`config.mk`:
```
export PLATFORM = sky130hd
export DESIGN_NAME = stream_group_reverser
export DESIGN_NICKNAME = d
export VERILOG_FILES = /design/src/rtl/sgr_pkg.sv /design/src/rtl/stream_group_reverser.sv /design/src/rtl/sgr_cell.sv
export SDC_FILE = /design/constraint.sdc
export NUM_CORES = 1
export LEC_CHECK = 0
export BUFFER_PORTS_ARGS = -buffer_cell sky130_fd_sc_hd__buf_2
export CAP_MARGIN = 10
export CORE_ASPECT_RATIO = 0.75
export CORE_MARGIN = 2
export CORE_UTILIZATION = 55
export CTS_BUF_LIST = sky130_fd_sc_hd__clkbuf_4 sky130_fd_sc_hd__clkbuf_8
export DETAILED_ROUTE_END_ITERATION = 8
export GPL_ROUTABILITY_DRIVEN = 0
export PLACE_DENSITY = 0.7
export RECOVER_POWER = 50
export SLEW_MARGIN = 20
export SYNTH_ARGS = -nofsm -noshare
export SYNTH_HDL_FRONTEND = slang
export SYNTH_HIERARCHICAL = 1
export SYNTH_SLANG_ARGS = --single-unit
```
`constraint.sdc`:
```
create_clock -name i_clk -period 6.7 [get_ports i_clk]
set_input_delay 0.335 -clock i_clk [delete_from_list [all_inputs] [get_ports i_clk]]
set_output_delay 0.335 -clock i_clk [all_outputs]
set_load 0.03 [all_outputs]
```
`src/rtl/sgr_pkg.sv`:
```
// Shared constants and types for the stream group reverser.
package sgr_pkg;

    localparam int DEPTH       = 16;
    localparam int IDX_W       = $clog2(DEPTH);
    localparam int VALUE_WIDTH = 32;
    localparam int CFG_WIDTH   = 5;

    localparam logic [CFG_WIDTH-1:0] GROUP_SIZE_RESET = CFG_WIDTH'(2);

    typedef struct packed {
        logic signed [VALUE_WIDTH-1:0] element_value;
        logic                          list_end;
    } t_in;

    typedef struct packed {
        logic signed [VALUE_WIDTH-1:0] out_value;
        logic                          run_last;
        logic                          list_last;
    } t_out;

    // One command to every cell of the row in a cycle.
    typedef struct packed {
        logic push;       // shift toward the far end, new value enters cell 0
        logic pop_head;   // shift toward cell 0, cell 0 value leaves
        logic drop_tail;  // free the oldest occupied cell
    } t_cell_ctrl;

endpackage

```
`src/rtl/stream_group_reverser.sv`:
```
// Top level of the stream group reverser: cell row, sequencer and output register.
//
// Usage:
//   Input requests (i_in_valid / o_in_ready) carry one signed list element and
//   an end-of-list flag. Elements stack up in a row of 16 cells. When the
//   stack holds group_size elements it is sent out newest first; when the end
//   flag arrives on a shorter group, that group is sent out oldest first.
//   Output requests (o_out_valid / i_out_ready) carry the value, run_last on
//   the final result of a group and list_last on the final result of a list.
//   group_size is written through i_cfg_we / i_cfg_data while idle; 0 acts as
//   1 and values above 16 act as 16. Reset sets it to 2 and empties the row.
// Flow:
//   An element that does not close a group is stacked and input stays open. An
//   element that closes a group of n starts the unloading of its n cells, one
//   cell shift or tail release per cycle while the output register is free or
//   draining; no input is taken during the unload. The first result is loaded
//   into the output register on the first unload step after the closing
//   element is accepted. A stalled receiver holds the output register and
//   freezes the row; a new element is still taken while the last result of a
//   group waits in the output register.
module stream_group_reverser (
    input  logic                              i_clk,
    input  logic                              i_rst_n,
    input  logic                              i_in_valid,
    output logic                              o_in_ready,
    input  sgr_pkg::t_in                      i_in,
    output logic                              o_out_valid,
    input  logic                              i_out_ready,
    output sgr_pkg::t_out                     o_out,
    input  logic                              i_cfg_we,
    input  logic [sgr_pkg::CFG_WIDTH-1:0]     i_cfg_data
);

    localparam logic ST_IDLE = 1'b0;
    localparam logic ST_EMIT = 1'b1;

    logic                                   r_state, n_state;
    logic                                   r_rev, n_rev;
    logic                                   r_list_end, n_list_end;
    logic [sgr_pkg::CFG_WIDTH-1:0]          r_group_size;
    logic                                   r_out_valid;
    sgr_pkg::t_out                          r_out;

    logic                                   w_in_fire;
    logic                                   w_step;
    logic                                   w_last;
    logic                                   w_full;
    logic [sgr_pkg::IDX_W-1:0]              w_k_idx;
    logic [sgr_pkg::DEPTH-1:0]              w_occ;
    logic [sgr_pkg::DEPTH-1:0]              w_occ_after;
    logic signed [sgr_pkg::VALUE_WIDTH-1:0] w_value      [sgr_pkg::DEPTH];
    logic signed [sgr_pkg::VALUE_WIDTH-1:0] w_tail_value [sgr_pkg::DEPTH];
    logic signed [sgr_pkg::VALUE_WIDTH-1:0] w_fwd_value;
    logic signed [sgr_pkg::VALUE_WIDTH-1:0] w_pop_value;
    sgr_pkg::t_cell_ctrl                    w_ctrl;

    assign o_in_ready  = (r_state == ST_IDLE);
    assign w_in_fire   = i_in_valid & o_in_ready;
    assign o_out_valid = r_out_valid;
    assign o_out       = r_out;

    // Advance the unload only when the output register is free or draining.
    assign w_step = (r_state == ST_EMIT) & (~r_out_valid | i_out_ready);

    // Hold the group size register; the user must write it only while idle, the block does not enforce this.
    always_ff @(posedge i_clk) begin
        if (!i_rst_n) begin
            r_group_size <= sgr_pkg::GROUP_SIZE_RESET;
        end else if (i_cfg_we) begin
            r_group_size <= i_cfg_data;
        end
    end

    // Clamp the group size into 1..DEPTH and turn it into a cell index.
    always_comb begin
        priority if (r_group_size == '0) begin
            w_k_idx = '0;
        end else if (r_group_size > sgr_pkg::CFG_WIDTH'(sgr_pkg::DEPTH)) begin
            w_k_idx = sgr_pkg::IDX_W'(sgr_pkg::DEPTH - 1);
        end else begin
            w_k_idx = sgr_pkg::IDX_W'(r_group_size - sgr_pkg::CFG_WIDTH'(1));
        end
    end

    // Occupancy after the push; the group is full once cell k-1 is taken.
    assign w_occ_after = {w_occ[sgr_pkg::DEPTH-2:0], 1'b1};
    assign w_full      = w_occ_after[w_k_idx];

    // Head and tail both leave the row empty when cell 1 is free.
    assign w_last = ~w_occ[1];

    always_comb begin
        w_ctrl.push      = w_in_fire;
        w_ctrl.pop_head  = w_step & r_rev;
        w_ctrl.drop_tail = w_step & ~r_rev;
    end

    // Cell row: cell 0 takes new elements and hands out the newest one.
    for (genvar gi = 0; gi < sgr_pkg::DEPTH; gi++) begin : g_cell
        logic signed [sgr_pkg::VALUE_WIDTH-1:0] w_prev_value, w_next_value;
        logic                                   w_prev_occ, w_next_occ;

        if (gi == 0) begin : g_head
            assign w_prev_value = i_in.element_value;
            assign w_prev_occ   = 1'b1;
        end else begin : g_body
            assign w_prev_value = w_value[gi-1];
            assign w_prev_occ   = w_occ[gi-1];
        end

        if (gi == sgr_pkg::DEPTH - 1) begin : g_end
            assign w_next_value = '0;
            assign w_next_occ   = 1'b0;
        end else begin : g_mid
            assign w_next_value = w_value[gi+1];
            assign w_next_occ   = w_occ[gi+1];
        end

        sgr_cell u_cell (
            .i_clk        (i_clk),
            .i_rst_n      (i_rst_n),
            .i_ctrl       (w_ctrl),
            .i_prev_value (w_prev_value),
            .i_prev_occ   (w_prev_occ),
            .i_next_value (w_next_value),
            .i_next_occ   (w_next_occ),
            .o_value      (w_value[gi]),
            .o_occ        (w_occ[gi]),
            .o_tail_value (w_tail_value[gi])
        );
    end

    // Only the tail cell drives a nonzero value, so an OR picks it.
    always_comb begin
        w_fwd_value = '0;
        for (int i = 0; i < sgr_pkg::DEPTH; i++) begin
            w_fwd_value = w_fwd_value | w_tail_value[i];
        end
    end

    assign w_pop_value = r_rev ? w_value[0] : w_fwd_value;

    // Sequencer: stack elements while idle, unload one per step.
    always_comb begin
        n_state    = r_state;
        n_rev      = r_rev;
        n_list_end = r_list_end;
        unique case (r_state)
            ST_IDLE: begin
                if (w_in_fire) begin
                    n_list_end = i_in.list_end;
                    if (w_full) begin
                        n_state = ST_EMIT;
                        n_rev   = 1'b1;
                    end else if (i_in.list_end) begin
                        n_state = ST_EMIT;
                        n_rev   = 1'b0;
                    end
                end
            end
            ST_EMIT: begin
                if (w_step && w_last) begin
                    n_state = ST_IDLE;
                end
            end
            default: begin
                n_state = ST_IDLE;
            end
        endcase
    end

    always_ff @(posedge i_clk) begin
        if (!i_rst_n) begin
            r_state    <= ST_IDLE;
            r_rev      <= 1'b0;
            r_list_end <= 1'b0;
        end else begin
            r_state    <= n_state;
            r_rev      <= n_rev;
            r_list_end <= n_list_end;
        end
    end

    // Output register: load on each step, drop valid once taken.
    always_ff @(posedge i_clk) begin
        if (!i_rst_n) begin
            r_out_valid <= 1'b0;
        end else if (w_step) begin
            r_out_valid <= 1'b1;
        end else if (i_out_ready) begin
            r_out_valid <= 1'b0;
        end
    end

    always_ff @(posedge i_clk) begin
        if (w_step) begin
            r_out.out_value <= w_pop_value;
            r_out.run_last  <= w_last;
            r_out.list_last <= w_last & r_list_end;
        end
    end

    // The row never runs dry while unloading.
    a_emit_nonempty: assert property (@(posedge i_clk) disable iff (!i_rst_n)
        (r_state == ST_EMIT) |-> w_occ[0])
        else $error("unload with empty cell row");

    // Occupied cells form an unbroken run from cell 0.
    a_occ_contiguous: assert property (@(posedge i_clk) disable iff (!i_rst_n)
        ((w_occ & (w_occ + sgr_pkg::DEPTH'(1))) == '0))
        else $error("cell occupancy has a gap");

    // The final step of a group returns to idle with an empty row.
    a_last_step_idle: assert property (@(posedge i_clk) disable iff (!i_rst_n)
        (w_step && w_last) |=> ((r_state == ST_IDLE) && (w_occ == '0)))
        else $error("group unload did not finish cleanly");

    // End of list only ever marks the end of a group.
    a_list_last_run: assert property (@(posedge i_clk) disable iff (!i_rst_n)
        (r_out_valid && r_out.list_last) |-> r_out.run_last)
        else $error("list_last without run_last");

endmodule

```
`src/rtl/sgr_cell.sv`:
```
// One storage cell of the reverser row: a value and an occupied flag.
module sgr_cell (
    input  logic                                   i_clk,
    input  logic                                   i_rst_n,
    input  sgr_pkg::t_cell_ctrl                    i_ctrl,
    input  logic signed [sgr_pkg::VALUE_WIDTH-1:0] i_prev_value,
    input  logic                                   i_prev_occ,
    input  logic signed [sgr_pkg::VALUE_WIDTH-1:0] i_next_value,
    input  logic                                   i_next_occ,
    output logic signed [sgr_pkg::VALUE_WIDTH-1:0] o_value,
    output logic                                   o_occ,
    output logic signed [sgr_pkg::VALUE_WIDTH-1:0] o_tail_value
);

    logic signed [sgr_pkg::VALUE_WIDTH-1:0] r_value;
    logic                                   r_occ;
    logic                                   w_tail;

    // Oldest element sits in the last occupied cell.
    assign w_tail       = r_occ & ~i_next_occ;
    assign o_value      = r_value;
    assign o_occ        = r_occ;
    assign o_tail_value = w_tail ? r_value : '0;

    always_ff @(posedge i_clk) begin
        if (!i_rst_n) begin
            r_occ <= 1'b0;
        end else if (i_ctrl.push) begin
            r_occ <= i_prev_occ;
        end else if (i_ctrl.pop_head) begin
            r_occ <= i_next_occ;
        end else if (i_ctrl.drop_tail && w_tail) begin
            r_occ <= 1'b0;
        end
    end

    always_ff @(posedge i_clk) begin
        if (i_ctrl.push) begin
            r_value <= i_prev_value;
        end else if (i_ctrl.pop_head) begin
            r_value <= i_next_value;
        end
    end

endmodule

```
### Word level (Yosys, flattened, before mapping)

Cells that the tools add are included.

* register bits: 571
* latch bits: 0
* memory bits (writable): 0
* ROM bits: 0
* input port bits: 43
* output and inout bits: 36
* word-level logic and storage cells: 246
* memories: 0

* $add $sub $neg: 1
* multiply operators: 0
* divide/modulo/power cells: 0
* order comparisons: 2
* equality and inequality tests: 0
* shift operators: 0
* muxes and demuxes: 110
* bitwise operators: 54
* reduce and logical (&&, ||, !) cells: 39

Operators with widths (number)
* $mux 32: 49
* $or 32x32->32: 15
* $mux 1: 57
* $reduce_bool 3->1: 16
* $and 1x1->1: 20
* $not 1->1: 18
* $logic_and 1x1->1: 17
* $mux 4: 2
* $reduce_bool 2->1: 3
* $gt 5x5->1 const B: 1
* $logic_not 5->1: 1
* $lt 4x5->1 const B: 1
* $bmux 1 s4: 1
* $sub 4x1->4 const B: 1
* $reduce_and 3->1: 1
* $pmux 1 s2: 1
* $reduce_and 2->1: 1
* $or 1x1->1: 1

### Logic depth before layout (Yosys ltp)

Gate-level depths: netlist of run 1.

* depth after elaboration: 19
* gate-level depth with buffers: 10
* gate-level depth less buffers: 8

### Cells and area by module

The synthesis of run 1 kept the hierarchy.

Modules (own cells, without submodules)
* sgr_cell: instances 16, cells an instance 111, area an instance 1650.3 um2, seq. area each 980.9 um2
* stream_group_reverser: instances 1, cells an instance 331, area an instance 3173.0 um2, seq. area each 1201.2 um2

### Worst setup path after synthesis of run 1

No wires, ideal clock.

* kind: reg2reg
* from: reg r_rev
* to: reg g_cell[0].u_cell.r_value, in the netlist g_cell[0].u_cell/o_value[0] (enable)
* library setup time: 0.375 ns
* arrival: 2.367 ns
* required time: 6.325 ns
* path slack: 3.959 ns
* cell stages (with the launch flop): 5
* path buffers: 2
* period minus slack after synthesis: 2.741 ns
* path through: dfxtp_1 -> clkbuf_1 -> clkbuf_1 -> and3_1 -> or2_2

RTL lines
* from (decl): line stream_group_reverser.sv:38 `logic r_rev, n_rev;`
* from (signal assigned): line stream_group_reverser.sv:179 `r_rev <= n_rev;`
* to (signal assigned): line sgr_cell.sv:39 `r_value <= i_prev_value;`
* to (signal assigned): line sgr_cell.sv:41 `r_value <= i_next_value;`
* to (decl): line sgr_cell.sv:15 `logic signed [sgr_pkg::VALUE_WIDTH-1:0] r_value;`

==> run metrics, run 1 <==
yosys warns=6; core area=0.0531 mm^2; Iter 0 DRT Violations=1521; Critical Path RT=7.11 ns; die area=0.0557 mm^2; VDD IR max=0.174 mV; Syn-to-layout area delta=8.80%; CP startpoint kind=flop; Fmax=236 MHz; top cell type's share of synthesized area=55.4%; Worst Path Max Fanout=60; fin crit period=4.24 ns; Post-Syn Area=0.0296 mm^2; share of layout cells above drive strength 1=33.9%; Initial Utilization=55.7%; grt ovf=0; area leader, netlist=edfxtp_1; initial antenna violation count=0; setup_tns=0 ns; # DRC=0; sequential-to-total area share from yosys stat=57.1%; Clock Root Buffer=clkbuf_8; Post-synth EDFFs=546; synthesized area per cell=14.0 um^2; Post-CTS Setup Repair Bufs=0; actual slew at the worst max-slew pin=2.37 ns; worst hold slack=0.0543 ns; worst-skew pair later-pin latency=0.69 ns; Die X=272 um; Layout Skew=0.0222 ns; DRT Pass-1 Iters=5; Buf+Inv Stages, Crit Path=2; vias in the first global route=18500; HP Class=primary input to flop; maximum clock insertion buffer count=3; Final ANT Viol Nets=0; final core utilization=60.6%; Post-synth ARST share=0%; CTS Buf Count=89; CP Cell Sequence=nor2b_1 -> buf_4 -> buf_4 -> mux2_2; Std-Cell Rows=73; Final Hold Fails=0; nets=2293; Top delay family on crit path=simple AND/OR/NAND/NOR gates; worst-path cell with the longest stage delay=nor2b_1; hpwl dp=47.3 mm; relative slew slack=-58.1%; Die H=205 um; RSZ-0062 raised after global routing=no; I/O Pins=79; Gate Count Post-Synth=2107; critical path type=flop to flop; CTS tree=yes; failing checks=capacitance limit, slew limit; commonest cells in the netlist=edfxtp_1 (546), mux2_2 (544), and2_1 (514); status=finished with violations; final worst-path cycle share=63.3%; Seq cells post-synth=571; # diodes=0; Synth Flop Type=edfxtp_1; Leak=0.0115 uW; CTS Sinks=571; routed len/inst=25.1 um; Yosys cell types=46; # setup viols final=0; global-route wire length before repair=114 mm; Worst-path clk slew=0.06 ns; most frequent CP cell=buf_4; # port buffers=78; total track usage=27.3%; Synth area leaders=edfxtp_1 (55%), mux2_2 (21%), and2_1 (11%), nor4_1 (2.7%), buf_6 (2.5%); Area after DPL=0.0302 mm^2; Power Dens Cells=307 mW/mm^2; CP peak stage delay=1.75 ns; Max Slew Vio Count=133; final wirelength=76.0 mm; total number of vias=18000; largest net degree at the start of global routing=120; post-route cell area=0.0322 mm^2; # Max-Cap Violations=4; crit path DAT=4.66 ns; # H-tree levels=3; most frequent cell after synthesis=edfxtp_1; Crit. End Element=flop; Vias/cell=5.95
[worst paths after layout]
| check | from | depth (start not counted) | endpoint | slack, ns |
|---|---|---|---|---|
| max | r_state$_SDFF_PN0_ | 4 | g_cell[14].u_cell/o_value[20]$_DFFE_PP_ | 2.46 |
| min | i_in[4] | 2 | g_cell[0].u_cell/o_value[3]$_DFFE_PP_ | 0.05 |
| max reg2reg | r_state$_SDFF_PN0_ | 4 | g_cell[14].u_cell/o_value[20]$_DFFE_PP_ | 2.46 |
| min reg2reg | r_list_end$_SDFFE_PN0P_ | 2 | r_list_end$_SDFFE_PN0P_ | 0.49 |
[kinds of logic (layout without fill, tap and decap cells)]
family	Yosys count	after routing	share of synthesized area (%)
other	2	35	0.0254
multiplexers	551	551	21.0
adder cells (fa/ha/maj)	2	2	0.0804
AO/OA/AOI/OAI	57	57	2.03
flip-flops	571	571	57.1
AND/OR/NAND/NOR	777	777	16.2
buffers and inverters	146	320	3.51
XOR/XNOR	1	1	0.0296
[sequential cells by signal, indices dropped and copies added, names as in the netlist]
signal,flops
o_out,34
r_state,1
r_group_size,5
g_cell.u_cell/o_occ,16
o_out_valid,1
r_rev,1
r_list_end,1
g_cell.u_cell/o_value,512
[through the flow]
step                      setup WS, ns  power, uW  std cells
after floorplan                   3.96       6490       2140
after global placement            3.57       6980       2828
after detailed placement          3.47       7060       2828
after CTS                         3.52       9960       3026
after global routing              2.23      10300       3026
final                             2.46       9890       3026
[layer usage]
metal / wire length (um) / track usage [%] / vias up / part of all wire, %
met1: 32000 / 35.5 / 9172 / 42
met2: 37000 / 45.9 / 599 / 49
met4: 2970 / 11.2 / 0 / 3.9
li1: - / - / 8103 / -
met5: 0 / 0 / - / 0
met3: 4080 / 4.40 / 142 / 5.4
[worst register-to-register path, delay by kind of cell, from the launching register on]
kind	cells	cell delay, ns
buf+inv	2	1.47
flops	1	0.34
mux	1	0.42
simple gates	1	1.75
[where the power goes]
group	switching, uW	leakage [uW]	total [uW]	internal, uW
clock	1380	0.000899	2880	1500
sequential	473	0.00546	5310	4830
combinational	879	0.00519	1710	827
[placed cells by master (no fill, tap or decap), types with 34 or more instances in the layout]
| master | synthesis | layout |
|---|---|---|
| edfxtp_1 | 546 | 546 |
| mux2_2 | 544 | 543 |
| and2_1 | 514 | 486 |
| nor4_1 | 128 | 128 |
| clkbuf_8 | 0 | 93 |
| dlygate4sd3_1 | 0 | 42 |
| buf_2 | 2 | 42 |
| clkbuf_1 | 53 | 37 |
| conb_1 | 2 | 35 |
| clkbuf_4 | 0 | 34 |
[timing repair]
action                                 CTS  global route
resized for setup                        0             0
hold buffers                            42             0
endpoints found under the hold margin   38             0
[area by class of cell]
cell class	instances	area, um^2
tap	712	891
clock buffer	127	1540
clock inverter	29	153
timing repair buffer	140	950
fill	4160	20900
sequential	571	16900
inverter	24	90.1
multi-input combinational	1423	11700
No activity file was read; power rests on OpenSTA's default activity.
==> inputs of run 2 (changes only) <==
==> constraint.sdc (replaced) <==
create_clock -name i_clk -period 4.2 [get_ports i_clk]
set_input_delay 0.21 -clock i_clk [delete_from_list [all_inputs] [get_ports i_clk]]
set_output_delay 0.21 -clock i_clk [all_outputs]
set_load 0.03 [all_outputs]
==> run 2 against run 1 <==
Net effect: the flow still finishes with violations (capacitance limit, slew limit); clock power up 66%; die area unchanged; clock skew up 0.0046 ns; final cell count up 0.73%; non-clock buffer count up 13; worst hold slack better by 0.074 ns; maximum frequency up 24%; cell area up 0.73%; setup slack worse by 1.7 ns; sequential power up 57%; count of clock-buffer cells in the layout down 3; critical endpoint is now g_cell[9].u_cell/o_value[11]$_DFFE_PP_; highest routed layer is now met5.
==> run metrics, run 2 (synthesis results as in run 1) <==
RSZ-0062 raised after global routing=no; nets=2310 (+0.74%); initial antenna violation count=4 (+4); Worst Path Max Fanout=32 (-47%); Max Slew Vio Count=221 (+66%); pre-CTS setup slack=1.37 ns (-2.10 ns); crit path DAT=3.76 ns (-0.90 ns); worst-skew pair later-pin latency=0.69 ns (about the same); Crit. End Element=flop; # setup viols final=0 (unchanged); Area after DPL=0.0303 mm^2 (+0.34%); Die H=205 um (unchanged); largest net degree at the start of global routing=146 (+22%); Die X=272 um (unchanged); dpl cells=2836 (+0.28%); final worst-path cycle share=81.7% (+18 points); status=finished with violations; final wirelength=73.3 mm (-3.6%); # DRC=0 (unchanged); hpwl dp=42.0 mm (-11%); Buf+Inv Stages, Crit Path=1 (-1); total number of vias=18000 (-0.29%); Critical Path RT=4.53 ns (-2.58 ns); Layout Skew=0.0268 ns (+0.00462 ns); # H-tree levels=3 (unchanged); Post-CTS Setup Repair Bufs=0 (unchanged); Final Hold Fails=0 (unchanged); Worst-path clk slew=0.06 ns (about the same); VDD IR max=0.290 mV (+67%); critical path type=flop to flop; Final WS setup=0.768 ns (-1.69 ns); core area=0.0531 mm^2 (unchanged); vias in the first global route=18000 (-2.8%); Leak=0.0117 uW (+1.2%); CTS Buf Count=93 (+4.5%); max reg flops=512 (unchanged); Iter 0 DRT Violations=1823 (+20%); HP Class=primary input to flop; Vias/cell=5.89 (-1.0%); CP startpoint kind=flop; Clock Root Buffer=clkbuf_8; relative slew slack=-37.1% (+21 points); # port buffers=78 (unchanged); CTS Sinks=571 (unchanged); post_cts resized=0 (unchanged); failing checks=capacitance limit, slew limit; actual slew at the worst max-slew pin=2.06 ns (-0.310 ns); fin crit period=3.43 ns (-0.810 ns); total track usage=26.4% (-0.91 points); # Max-Cap Violations=4 (unchanged); share of layout cells above drive strength 1=34.3% (+0.42 points); die area=0.0557 mm^2 (unchanged); I/O Pins=79 (unchanged); routed len/inst=24.0 um (-4.3%); grt ovf=0 (unchanged); worst hold slack=0.128 ns (+0.0738 ns); non-filler cells, final=3048 (+0.73%); Top delay family on crit path=simple AND/OR/NAND/NOR gates; global-route wire length before repair=111 mm (-2.6%); Fmax=291 MHz (+24%); CP peak stage delay=1.19 ns (-0.56 ns); Initial Utilization=55.7% (unchanged); maximum clock insertion buffer count=3 (unchanged); commonest non-fill, non-tap cell in the layout=edfxtp_1; DRT Pass-1 Iters=5 (unchanged); Power Dens Cells=492 mW/mm^2 (+60%); setup_tns=0 ns (unchanged); CTS tree=yes; post-route cell area=0.0324 mm^2 (+0.73%); worst-path cell with the longest stage delay=or2_0; most frequent cells in the layout=edfxtp_1 (546), mux2_2 (541), and2_1 (514); Std-Cell Rows=73 (unchanged); Final ANT Viol Nets=0 (unchanged); Syn-to-layout area delta=9.60%; CP Cell Sequence=and3_1 -> or2_0 -> buf_4
==> run 2: worst min-delay path, stage by stage <==
cell and delay, ns:
buf_2 0.34, inv_1 0.13, o41ai_1 0.08
==> run 2: metal layers <==
metal  track usage [%]  routed length [um]
met2              41.0               32900
met4              7.71                1740
met3              5.58                5050
met5                 0                  13
met1              37.6               33600
==> run 2: power breakdown <==
part,internal (uW),total [uW],switching [uW],leakage [uW]
clock,2530,4770,2240,0.000937
combinational,1380,2840,1470,0.00529
sequential,7700,8340,644,0.00546
total,11600,16000,4350,0.0117
==> run 2: final timing paths <==
path | start | end | slack, ns | depth (start not counted)
worst min register to register | r_list_end$_SDFFE_PN0P_ | r_list_end$_SDFFE_PN0P_ | 0.49 | 2
worst max-delay path | r_state$_SDFF_PN0_ | g_cell[9].u_cell/o_value[11]$_DFFE_PP_ | 0.77 | 3
worst max register to register | r_state$_SDFF_PN0_ | g_cell[9].u_cell/o_value[11]$_DFFE_PP_ | 0.77 | 3
worst min-delay path | i_rst_n | g_cell[9].u_cell/o_occ$_SDFFE_PN0P_ | 0.13 | 3
==> run 2: cell type report <==
class,count,area [um^2]
Antenna cell,1,2.50
Multi-Input combinational cell,1423,11700
Sequential cell,571,16900
Inverter,24,90.1
Fill cell,4138,20600
Timing Repair Buffer,153,1060
Clock inverter,40,244
Tap cell,712,891
Clock buffer,124,1530
==> run 2: timing repair <==
action | in CTS | in global routing
setup endpoints to repair | 0 | 0
hold endpoints to repair | 41 | 0
hold buffers | 46 | 0
==> run 2: per-stage QoR <==
stage	util, %	total power, uW
global route	61.1	16600
CTS	61.4	16000
detailed placement	57.2	11200
finish	61.1	16000
floorplan	-	10400
global placement	57.2	11100
==> inputs of run 3 (changes only) <==
==> constraint.sdc (replaced) <==
create_clock -name i_clk -period 3.4 [get_ports i_clk]
set_input_delay 0.17 -clock i_clk [delete_from_list [all_inputs] [get_ports i_clk]]
set_output_delay 0.17 -clock i_clk [all_outputs]
set_load 0.03 [all_outputs]
==> run 3 against run 2 <==
Net effect: sequential cell count did not move; setup slack got worse by 0.27 ns; core utilization rose by 0.21 points; combinational power rose by 27%; global-route usage rose by 0.57 points; sequential power rose by 24%; the flow still finishes with violations (capacitance limit, slew limit); critical path depth rose by 1; non-clock buffer count rose by 5; wire length rose by 2.3%; register-to-register slack got worse by 0.27 ns; sequential share of layout area fell by 0.18 points.
==> run metrics, run 3 (synthesis results as in run 1) <==
HP Class=primary input to flop; CTS Sinks=571 (unchanged); Final Hold Fails=0 (unchanged); Syn-to-layout area delta=9.99%; VDD IR max=0.388 mV (+34%); Die H=205 um (unchanged); CTS tree=yes; # Max-Cap Violations=3 (-1); share of layout cells above drive strength 1=34.5% (+0.17 points); critical path type=flop to flop; total power=19600 uW (+23%); Leak=0.0117 uW (about the same); Fillers=4112 (-0.63%); multi-input gate area in the final layout=0.0117 mm^2 (about the same); Fmax=344 MHz (+18%); status=finished with violations; max reg flops=512 (unchanged); total number of vias=18000 (+0.42%); P_sw=5390 uW (+24%); I/O Pins=79 (unchanged); Sequential Area=0.0169 mm^2 (unchanged); total track usage=27.0% (+0.57 points); crit path DAT=3.27 ns (-0.49 ns); maximum clock insertion buffer count=3 (unchanged); nets=2312 (+0.087%); Max Slew Vio Count=63 (-71%); Final ANT Viol Nets=0 (unchanged); Worst-path clk slew=0.07 ns (about the same); CP peak stage delay=1.30 ns (+0.11 ns); CTS hold repair buffers=46 (unchanged); post_cts resized=0 (unchanged); actual slew at the worst max-slew pin=1.72 ns (-0.335 ns); commonest non-fill, non-tap cell in the layout=edfxtp_1; core area=0.0531 mm^2 (unchanged); routed len/inst=24.6 um (+2.3%); Initial Utilization=55.7% (unchanged); most frequent cells in the layout=edfxtp_1 (546), mux2_2 (544), and2_1 (514); Std-Cell Rows=73 (unchanged); Layout Skew=0.0231 ns (-0.00371 ns); largest net degree at the start of global routing=142 (-2.7%); grt ovf=0 (unchanged); global-route wire length before repair=113 mm (+1.7%); worst-path cell with the longest stage delay=or2_0; fin crit period=2.91 ns (-0.525 ns); Iter 0 DRT Violations=1772 (-2.8%); Vias/cell=5.92 (+0.42%); DRT Pass-1 Iters=5 (unchanged); switch share=27.5% (+0.19 points); CP startpoint kind=flop; worst-skew pair later-pin latency=0.69 ns (about the same); die area=0.0557 mm^2 (unchanged); CTS Buf Count=90 (-3.2%); hpwl dp=43.3 mm (+3.0%); setup_tns=0 ns (unchanged); Critical Path RT=3.76 ns (-0.77 ns); # setup viols final=0 (unchanged); Crit. End Element=flop; initial antenna violation count=5 (+1); Post-CTS Setup Repair Bufs=0 (unchanged); cells on worst reg2reg path=4 (+1); final worst-path cycle share=85.5% (+3.8 points); final wirelength=74.9 mm (+2.3%); vias in the first global route=18300 (+1.4%); # H-tree levels=3 (unchanged); # port buffers=78 (unchanged); combinational power share=18.3% (+0.5 points); Power Dens Cells=603 mW/mm^2 (+23%); Worst Path Max Fanout=21 (-34%); # DRC=0 (unchanged); worst hold stages=3 (unchanged); RSZ-0062 raised after global routing=no; Die X=272 um (unchanged); share of total power in sequential cells=52.6% (+0.3 points); final core utilization=61.3% (+0.21 points); relative slew slack=-14.8% (+22 points); Int Power=14200 uW (+23%); Clock Root Buffer=clkbuf_8; CP Cell Sequence=nand2b_1 -> and3_1 -> or2_0 -> buf_12; setup slack, reg-to-reg=0.49 ns (-0.27 ns); failing checks=capacitance limit, slew limit; Clk pwr share=29.1% (-0.8 points)
run 3: changes by cell type in the layout (fill, tap and decap cells not counted), sizes merged:
cell,delta
bufinv,-2
clkbuf,+9
clkinv,-12
clkinvlp,+3
inv,+2
run 3: stage by stage:
| step | hold slack, ns | setup slack (ns) | instance area [um^2] | cells |
|---|---|---|---|---|
| CTS | 0.0461 | 0.850 | 32700 | 3047 |
| finish | 0.0858 | 0.493 | 32500 | 3048 |
| global route | 0.0691 | 0.362 | 32500 | 3047 |
| floorplan | 0.300 | 0.659 | 29700 | 2140 |
| detailed placement | 0.411 | 0.873 | 30500 | 2842 |
| global placement | 0.404 | 0.842 | 30500 | 2842 |
run 3: final cells by class:
type,instances,area share (%)
flip-flops and latches,571,51.9
clock inverters,31,0.538
repair buffers,158,3.80
inverters,24,0.277
diodes,1,0.00769
clock buffers,128,4.74
multi-input cells,1423,36.0
well taps,712,2.74
run 3: worst max-delay path, delay by kind of cell (launching register included):
family                 cells  cell delay, ns
buffers and inverters      1            0.34
AND/OR/NAND/NOR            3            1.92
flip-flops                 1            0.32
run 3: layer usage:
layer  vias up  GRT usage (%)  routed length (um)
met4         0           6.79                1200
met3        99           5.17                5920
li1       8151              -                   -
met5         -              0                   0
met1      9119           39.0               34000
met2       670           42.1               33800
run 3: power by group through the flow:
| stage | Sequential, uW | Combinational, uW | Clock [uW] |
|---|---|---|---|
| after floorplan | 10200 | 2620 | 0 |
| after global placement | 10400 | 3460 | 0 |
| after detailed placement | 10400 | 3570 | 0 |
| after CTS | 10300 | 3630 | 5840 |
| after global routing | 10500 | 3820 | 6140 |
| final | 10300 | 3600 | 5710 |
run 3: final timing paths:
path,end,start
worst min-delay path,g_cell[2].u_cell/o_occ$_SDFFE_PN0P_,i_rst_n
worst min register to register,r_list_end$_SDFFE_PN0P_,r_list_end$_SDFFE_PN0P_
worst max-delay path,g_cell[4].u_cell/o_value[16]$_DFFE_PP_,o_out_valid$_SDFFE_PN0P_
worst max register to register,g_cell[4].u_cell/o_value[16]$_DFFE_PP_,o_out_valid$_SDFFE_PN0P_
